### src/design/ubx_ff_pkg.sv
// Shared types and constants for the binary frame filter.
package ubx_ff_pkg;

  localparam logic [7:0] SYNC_FIRST  = 8'hB5;
  localparam logic [7:0] SYNC_SECOND = 8'h62;

  localparam int CFG_IDX_W = 1;
  localparam logic [CFG_IDX_W-1:0] REG_WANTED_CLASS = 1'd0;
  localparam logic [CFG_IDX_W-1:0] REG_WANTED_ID    = 1'd1;

  localparam logic KIND_PAYLOAD = 1'b0;
  localparam logic KIND_END     = 1'b1;

  typedef enum logic [8:0] {
    PH_SYNC1   = 9'b000000001,
    PH_SYNC2   = 9'b000000010,
    PH_CLASS   = 9'b000000100,
    PH_ID      = 9'b000001000,
    PH_LEN_LO  = 9'b000010000,
    PH_LEN_HI  = 9'b000100000,
    PH_PAYLOAD = 9'b001000000,
    PH_CK_A    = 9'b010000000,
    PH_CK_B    = 9'b100000000
  } phase_t;

  typedef struct packed {
    logic        item_kind;
    logic [7:0]  payload_byte;
    logic [15:0] byte_offset;
    logic        frame_status;
    logic        last;
  } result_t;

endpackage

### src/design/ubx_ff_parser.sv
// Frame parser: sync search, header capture, Fletcher check and match filter.
module ubx_ff_parser import ubx_ff_pkg::*; (
  input  logic                 clk,
  input  logic                 rst,
  input  logic                 cfg_we,
  input  logic [CFG_IDX_W-1:0] cfg_index,
  input  logic [7:0]           cfg_data,
  input  logic                 in_fire,
  input  logic [7:0]           in_byte,
  output logic                 res_valid,
  output result_t              res
);

  logic [7:0]  wanted_class;
  logic [7:0]  wanted_id;
  phase_t      phase, phase_next;
  logic [7:0]  frame_class;
  logic [15:0] payload_length;
  logic [15:0] bytes_seen;
  logic [7:0]  sum_a, sum_b;
  logic [7:0]  sum_a_acc, sum_b_acc;
  logic [7:0]  first_check_byte;
  logic        frame_matches;
  logic [15:0] seen_inc;
  logic [15:0] len_full;

  assign sum_a_acc = sum_a + in_byte;
  assign sum_b_acc = sum_b + sum_a_acc;
  assign seen_inc  = bytes_seen + 16'd1;
  assign len_full  = {in_byte, payload_length[7:0]};

  always_ff @(posedge clk) begin
    if (rst) begin
      wanted_class <= '0;
      wanted_id    <= '0;
    end else if (cfg_we) begin
      unique case (cfg_index)
        REG_WANTED_CLASS: wanted_class <= cfg_data;
        REG_WANTED_ID:    wanted_id    <= cfg_data;
        default:          ;
      endcase
    end
  end

  always_comb begin
    phase_next = PH_SYNC1;
    unique case (phase)
      PH_SYNC2: begin
        if (in_byte == SYNC_SECOND) phase_next = PH_CLASS;
        else if (in_byte == SYNC_FIRST) phase_next = PH_SYNC2;
        else phase_next = PH_SYNC1;
      end
      PH_CLASS:   phase_next = PH_ID;
      PH_ID:      phase_next = PH_LEN_LO;
      PH_LEN_LO:  phase_next = PH_LEN_HI;
      PH_LEN_HI:  phase_next = (len_full == 16'd0) ? PH_CK_A : PH_PAYLOAD;
      PH_PAYLOAD: phase_next = (seen_inc == payload_length) ? PH_CK_A : PH_PAYLOAD;
      PH_CK_A:    phase_next = PH_CK_B;
      PH_CK_B:    phase_next = PH_SYNC1;
      default:    phase_next = (in_byte == SYNC_FIRST) ? PH_SYNC2 : PH_SYNC1;
    endcase
  end

  always_ff @(posedge clk) begin
    if (rst) begin
      phase            <= PH_SYNC1;
      frame_class      <= '0;
      payload_length   <= '0;
      bytes_seen       <= '0;
      sum_a            <= '0;
      sum_b            <= '0;
      first_check_byte <= '0;
      frame_matches    <= 1'b0;
    end else if (in_fire) begin
      phase <= phase_next;
      case (phase)
        PH_SYNC2: begin
          if (in_byte == SYNC_SECOND) begin
            sum_a <= '0;
            sum_b <= '0;
          end
        end
        PH_CLASS: begin
          frame_class <= in_byte;
          sum_a <= sum_a_acc;
          sum_b <= sum_b_acc;
        end
        PH_ID: begin
          frame_matches <= (frame_class == wanted_class) && (in_byte == wanted_id);
          sum_a <= sum_a_acc;
          sum_b <= sum_b_acc;
        end
        PH_LEN_LO: begin
          payload_length <= {8'd0, in_byte};
          sum_a <= sum_a_acc;
          sum_b <= sum_b_acc;
        end
        PH_LEN_HI: begin
          payload_length <= len_full;
          bytes_seen     <= '0;
          sum_a <= sum_a_acc;
          sum_b <= sum_b_acc;
        end
        PH_PAYLOAD: begin
          bytes_seen <= seen_inc;
          sum_a <= sum_a_acc;
          sum_b <= sum_b_acc;
        end
        PH_CK_A: first_check_byte <= in_byte;
        PH_CK_B: frame_matches <= 1'b0;
        default: ;
      endcase
    end
  end

  always_comb begin
    res_valid = 1'b0;
    res       = '0;
    if (phase == PH_PAYLOAD && frame_matches) begin
      res_valid        = 1'b1;
      res.item_kind    = KIND_PAYLOAD;
      res.payload_byte = in_byte;
      res.byte_offset  = bytes_seen;
    end else if (phase == PH_CK_B && frame_matches) begin
      res_valid        = 1'b1;
      res.item_kind    = KIND_END;
      res.byte_offset  = payload_length;
      res.frame_status = (first_check_byte != sum_a) || (in_byte != sum_b);
      res.last         = 1'b1;
    end
  end

endmodule

### src/design/ubx_frame_filter_top.sv
// Top level of the binary frame filter: parser plus output register and skid stage.
//
//  channel | dir | tdata                                   | tuser     | tlast
//  s_axis  | in  | [7:0] data_byte                         | -         | -
//  m_axis  | out | [7:0] payload_byte [23:8] byte_offset   | item_kind | last
//          |     | [24] frame_status [31:25] zero          |           |
//  cfg     | in  | cfg_we, cfg_index, cfg_data             |           |
//
// One byte per cycle while s_tready is high; each byte is parsed in the cycle it is taken
// and its result is registered in the output register, or in the skid entry on a stall.
// An output register plus one skid entry let input run on while m_tready is
// low until a second result is waiting; s_tready is low while the skid entry is full.
// Synchronous reset returns the parser to sync search and empties the output.
module ubx_frame_filter_top import ubx_ff_pkg::*; (
  input  logic                 clk,
  input  logic                 rst,
  input  logic                 cfg_we,
  input  logic [CFG_IDX_W-1:0] cfg_index,
  input  logic [7:0]           cfg_data,
  input  logic                 s_tvalid,
  output logic                 s_tready,
  input  logic [7:0]           s_tdata,   // [7:0] data_byte
  output logic                 m_tvalid,
  input  logic                 m_tready,
  output logic [31:0]          m_tdata,   // [7:0] payload_byte, [23:8] byte_offset, [24] frame_status
  output logic                 m_tuser,   // [0] item_kind
  output logic                 m_tlast
);

  logic    in_fire;
  logic    res_valid;
  result_t res;
  result_t out_reg;
  result_t skid_reg;
  logic    skid_valid;
  logic    out_free;

  assign s_tready = !skid_valid;
  assign in_fire  = s_tvalid && s_tready;
  assign out_free = !m_tvalid || m_tready;

  ubx_ff_parser u_parser (
    .clk       (clk),
    .rst       (rst),
    .cfg_we    (cfg_we),
    .cfg_index (cfg_index),
    .cfg_data  (cfg_data),
    .in_fire   (in_fire),
    .in_byte   (s_tdata),
    .res_valid (res_valid),
    .res       (res)
  );

  always_ff @(posedge clk) begin
    if (rst) begin
      m_tvalid   <= 1'b0;
      skid_valid <= 1'b0;
    end else if (out_free) begin
      if (skid_valid) begin
        m_tvalid   <= 1'b1;
        skid_valid <= 1'b0;
      end else begin
        m_tvalid <= in_fire && res_valid;
      end
    end else if (in_fire && res_valid) begin
      skid_valid <= 1'b1;
    end
  end

  always_ff @(posedge clk) begin
    if (out_free) begin
      out_reg <= skid_valid ? skid_reg : res;
    end else if (in_fire && res_valid) begin
      skid_reg <= res;
    end
  end

  assign m_tdata = {7'd0, out_reg.frame_status, out_reg.byte_offset, out_reg.payload_byte};
  assign m_tuser = out_reg.item_kind;
  assign m_tlast = out_reg.last;

endmodule

### config.mk
export PLATFORM = sky130hd
export DESIGN_NAME = ubx_frame_filter_top
export DESIGN_NICKNAME = d
export VERILOG_FILES = /design/src/design/ubx_ff_pkg.sv /design/src/design/ubx_ff_parser.sv /design/src/design/ubx_frame_filter_top.sv
export SDC_FILE = /design/constraint.sdc
export NUM_CORES = 1
export LEC_CHECK = 0
export BUFFER_PORTS_ARGS = -buffer_cell sky130_fd_sc_hd__buf_2
export CAP_MARGIN = 10
export CORE_UTILIZATION = 54
export CTS_CLUSTER_SIZE = 20
export DETAILED_ROUTE_END_ITERATION = 10
export PLACE_DENSITY = 0.76
export SLEW_MARGIN = 20
export SYNTH_ARGS = -nofsm -noshare
export SYNTH_HDL_FRONTEND = slang
export SYNTH_SLANG_ARGS = --single-unit
### constraint.sdc
create_clock -name clk -period 2.85 [get_ports clk]
set_input_delay 0.1425 -clock clk [delete_from_list [all_inputs] [get_ports clk]]
set_output_delay 0.1425 -clock clk [all_outputs]
set_load 0.01 [all_outputs]
Word level (Yosys, flattened, before mapping) --
Cells that the tools add are included.
Storage, ports and cells: register bits after elaboration 146, word-level logic and storage cells 91
Cells by class: $add $sub $neg 3, eq/ne operators 16, muxes and demuxes 20, bitwise operators 3, reduce and logical (&&, ||, !) cells 26
Operator list (count):
- 9-bit case mux with 8 select lines | 1
- 16-bit case mux with 2 select lines | 2
- 8-bit two-way mux | 4
- 8-bit case mux with 2 select lines | 2
- 27-bit two-way mux | 1
- 18-bit two-way mux | 1
- 16-bit by 1-bit adder with 16-bit output (second input constant) | 1
- 8-bit adder | 2
- 16-bit == test | 1
- 8-bit == test | 2
- 16-bit logical NOT | 1
- 16-bit two-way mux | 1
- 8-bit inequality test | 2
- 2-bit AND reduction | 8
- 9-bit by 2-bit == test with 1-bit output (second input constant) | 1
- 9-bit by 3-bit == test with 1-bit output (second input constant) | 1
- 9-bit by 4-bit == test with 1-bit output (second input constant) | 1
- 9-bit by 5-bit == test with 1-bit output (second input constant) | 1
- 9-bit by 6-bit == test with 1-bit output (second input constant) | 1
- 9-bit by 7-bit == test with 1-bit output (second input constant) | 1
- 9-bit by 8-bit == test with 1-bit output (second input constant) | 1
- 9-bit == test (second input constant) | 1
- 9-bit two-way mux | 1
- 8-bit by 7-bit == test with 1-bit output (second input constant) | 1
- other kinds (13) | 29

Depth between registers and ports, before layout --
word-level depth 6, depth in mapped cells 14, gate-level depth less buffers 14

By module --
Synthesis repeated with hierarchy kept, for this count alone.
Unflattened totals: cell total of the unflattened synthesis 769, area, all modules 7528.5 µm²
By module, submodules not included:
- ubx_ff_parser | instances 1, cells each 667, area each 5432.7 µm², sequential area each 1801.7 µm²
- ubx_frame_filter_top | instances 1, cells each 102, area each 2095.8 µm², sequential area each 1661.6 µm²

Worst setup path before layout --
Ideal clock, no wire load.
path type register to register, start register u_parser.phase[0], end register skid_reg[10] in the netlist's numbering (enable), library setup time 409 ps, data arrival time 2734 ps, path slack -292 ps, cell stages (with the launch flop) 9, clock period less this slack 3142 ps, cells stage by stage dfxtp_1 nor3_1 nand2_1 nor3_1 nand2_1 clkinv_1 buf_4 o21ai_0 nor2_1
Between the ends: cells in the longest elaborated chain, start to end 6, elaborated cells between the ends (all ways) 8, classes of those cells 2 x eq/ne; 2 x mux; 4 x reduce/logical
RTL lines:
- from (decl) | line ubx_ff_parser.sv:16 | phase_t phase, phase_next;
- from (signal assigned) | line ubx_ff_parser.sv:75 | phase <= phase_next;
- 9-bit == test | line ubx_ff_parser.sv:124 | end else if (phase == PH_CK_B && frame_matches) begin
- 1-bit logical AND | line ubx_ff_parser.sv:124
- 1-bit two-way mux | line ubx_ff_parser.sv:124
- 1-bit two-way mux * | line ubx_ff_parser.sv:119 | if (phase == PH_PAYLOAD && frame_matches) begin
- 1-bit logical AND * | line ubx_frame_filter_top.sv:73 | end else if (in_fire && res_valid) begin
- 2-bit AND reduction (no line) *
- to (signal assigned) | line ubx_frame_filter_top.sv:74 | skid_reg <= res;
- to (decl) | line ubx_frame_filter_top.sv:34 | result_t skid_reg;
Every way passes the cells marked *; elsewhere a longest branch is shown, timed or not. A chain may end at the register's enable or synchronous reset.

Worst setup path in the final report --
start register u_parser.sum_a[0], end register u_parser.sum_b[7]
Between the ends: cells in the longest elaborated chain, start to end 3
RTL lines:
- from (decl) | line ubx_ff_parser.sv:20 | logic [7:0] sum_a, sum_b;
- from (signal assigned) | line ubx_ff_parser.sv:85 | sum_a <= sum_a_acc;
- from (signal assigned) | line ubx_ff_parser.sv:90 | sum_a <= sum_a_acc;
- from (signal assigned) | line ubx_ff_parser.sv:95 | sum_a <= sum_a_acc;
- 8-bit adder | line ubx_ff_parser.sv:27 | assign sum_a_acc = sum_a + in_byte;
- 8-bit adder | line ubx_ff_parser.sv:28 | assign sum_b_acc = sum_b + sum_a_acc;
- 8-bit case mux with 2 select lines | line ubx_ff_parser.sv:76 | case (phase)
- to (signal assigned) | line ubx_ff_parser.sv:86 | sum_b <= sum_b_acc;
- to (signal assigned) | line ubx_ff_parser.sv:91 | sum_b <= sum_b_acc;
- to (signal assigned) | line ubx_ff_parser.sv:96 | sum_b <= sum_b_acc;
- to (decl) | line ubx_ff_parser.sv:20
No other way between the ends.

==> results.txt <==
status: complete, but fails checks
violated checks: setup timing
Die Ht: 119 microns
drt wl/cell: 16.7 microns
clock skew: 0.00518 ns
number of global-route vias before repair: 5788
vias per inst: 5.76
crit end category: flop
antenna diode count: 0
clock period minus worst slack: 2.89 ns
CTS clock-pin slew for the worst setup and hold paths: 0.06 ns
Slew @ Worst Pin: 0.871 ns
DRC: 0
final setup violation count: 1
Root Buffer: clkbuf_16
Die Area: 14200 sq um
DRT Wirelength: 16800 microns
largest net degree at the start of global routing: 51
Crit path depth: 14
Synth async-reset ratio: 0%
number of synthesized flops with an enable pin: 52
Pre-antenna DRT Iters: 5
final-report max-slew violation count: 0
GRT Total Usage: 25.0%
most used cell, CP: nor2_1
GP Congestion: 0.901
Rel. slew slack: 42.0%
most frequent cell after synthesis: dfxtp_1
commonest cells in the synthesized netlist: dfxtp_1 (92), nand2_1 (88), a21oi_1 (60)
Initial Util: 55.6%
fraction of power consumed by sequential logic: 45.3%
final hold vios: 0
number of flip-flops in the largest register: 26
synth warn: 0
post-synth cell types: 70
period utilization: 101%
sw frac: 20.4%
Hold WC Path Type: primary input to flop
layout cells sized above 1: 19.1%
TritonCTS clock tree: done
synthesized area: 7390 sq um
routed via count: 5783
P_leak: 3.48 nW
Crit Path Class: flop to flop
Post-Synthesis Cells: 764
H-tree lvl count: 4
CP max-delay cell: fa_2
critical hold path startpoint: s_tdata[1]
Layout area overhead: 16.3%
Setup WS pre-CTS: -0.171 ns
DRT iter0 DRCs: 376
P_sw: 0.963 mW
port bufs: 50
clock network latency to the later pin of the worst-skew pair: 0.42 ns
synthesized area per cell: 9.67 sq um
CP Data Required Time: 3.19 ns
CTS buffer count: 17
Critical Path AT: 3.23 ns
worst reg2reg path depth: 14
Ports: 58
Crit Path Max Fanout: 2
post-synth top area share: 24.9%
Hold Crit Depth: 3
Buf+Inv Stages, Crit Path: 0
Fmax: 0.346 GHz
clock sinks: 144
internal power: 3.76 mW
nets: 854
CTS max path bufs: 2
ys flop type: dfxtp_1
CP delay by family, top: compound AO/OA/AOI/OAI gates
Worst VDD drop: 0.361 mV
first-pass GRT wire length: 28000 microns
Area contributors post-synth: dfxtp_1 (25%), edfxtp_1 (21%), xnor2_1 (6.0%)
CP peak stage delay: 0.35 ns
critical path cell sequence: ha_4 > fa_2 > a21o_1 > a21oi_2 > o21bai_1 > a21oi_1 > xnor2_1 > ha_2 > nor2_1 > nor2_1 > o41ai_2 > xor2_1 > or3_1 > a31oi_1
RSZ-0062 raised after global routing: yes
PwrDens: 549 nW/um^2
Core Area: 13300 sq um
clock power share: 50.6%
max cap viols: 0
filler instances: 1074
DP HPWL: 11400 microns
Synth area leader: dfxtp_1
Logic pwr share: 4.1%
Die W: 119 microns
gr ovfl total: 0
worst setup margin: -0.0383 ns
row cnt: 42
antenna viol nets, final: 0
Critical Path Source Type: flop
reg-to-reg startpoint: u_parser.sum_a[0]$_SDFFE_PP0P_
Sum Neg Setup Slack: -0.0383 ns
antenna violations before repair: 0
Yosys reg bits: 144
sequential share of the synthesized area: 46.0%
Critical Path Start: u_parser.sum_a[0]$_SDFFE_PP0P_
## logic make-up (layout without fill, tap and decap cells)
group,count (synthesis),count (layout),synth area share [%]
AO/OA/AOI/OAI,140,140,12.0
XOR/XNOR,66,66,8.33
adder cells (fa/ha/maj),17,17,3.08
buffers and inverters,72,130,4.69
flip-flops,144,144,46.0
multiplexers,50,50,7.26
other,1,7,0.0507
AND/OR/NAND/NOR,274,274,18.5
## layout by cell type, fill, tap and decap left out, types with 9 or more instances in the layout
cell       instances
mux2_2            25
nand4_1           12
buf_4             27
and3_1            13
xnor2_1           51
edfxtp_1          52
ha_1              13
inv_1              9
buf_2             50
nand3_1           37
o21ai_0           17
mux2i_1           24
a21oi_1           58
clkbuf_16         19
nor2_1            56
nor3_1            13
a31oi_1            9
nand2_1           88
a22o_1            16
xor2_1            11
dfxtp_1           91
## power groups by stage
stage	Combinational (mW)	Sequential, mW	Clock (mW)
after detailed placement	0.183	2.18	0
after floorplan	0.127	2.18	0
after global routing	0.213	2.14	2.50
after global placement	0.177	2.18	0
final	0.195	2.14	2.39
after CTS	0.193	2.13	2.41
## stage by stage
| stage | total power [mW] | cell area (sq um) | instances | utilization [%] | hold slack (ns) |
|---|---|---|---|---|---|
| after floorplan | 2.30 | 7420 | 770 | - | 0.286 |
| after global placement | 2.36 | 7820 | 962 | 58.8 | 0.393 |
| after detailed placement | 2.36 | 7820 | 962 | 58.8 | 0.400 |
| after CTS | 4.74 | 8560 | 1002 | 64.4 | 0.0418 |
| after global routing | 4.85 | 8590 | 1004 | 64.6 | 0.0804 |
| final | 4.72 | 8590 | 1004 | 64.6 | 0.0514 |
## area by class of cell
class | instances | area (sq um) | share of cell area [%]
Clock buffer | 24 | 524 | 6.10
Clock inverter | 8 | 123 | 1.43
Inverter | 11 | 41.3 | 0.480
Multi-Input combinational cell | 554 | 3710 | 43.2
Sequential cell | 144 | 3400 | 39.6
Tap cell | 176 | 220 | 2.56
Timing Repair Buffer | 87 | 573 | 6.67
## tightest hold or removal path, delay by kind of cell
family	cells	cell delay, ns
buffers and inverters	1	0.14
AOI/OAI and AO/OA	1	0.06
and+or+nand+nor	1	0.08
## per-layer routing
metal	vias up	GRT usage [%]	wire, microns
met4	0	9.89	350
li1	2822	-	-
met5	-	0	0
met2	141	43.9	8560
met3	30	4.12	642
met1	2790	30.4	7250
## timing repair
item                                    CTS  global route
endpoints found under the hold margin    14             0
hold buffers                              8             0
endpoints found under the setup margin    1             2
resized for setup                         4             5
setup buffers                             0             2
pin swaps                                 6             4
cloned                                    0             0
## path summary, 6_finish.rpt
path                                                                 to  slack [ns]
worst max register to register           u_parser.sum_b[7]$_SDFFE_PP0P_       -0.04
worst max-delay path                     u_parser.sum_b[7]$_SDFFE_PP0P_       -0.04
worst min-delay path            u_parser.payload_length[9]$_SDFFE_PP0P_        0.05
worst min register to register       u_parser.wanted_id[3]$_SDFFE_PP0P_        0.47
Note: power is estimated with default switching activity, not from simulation.
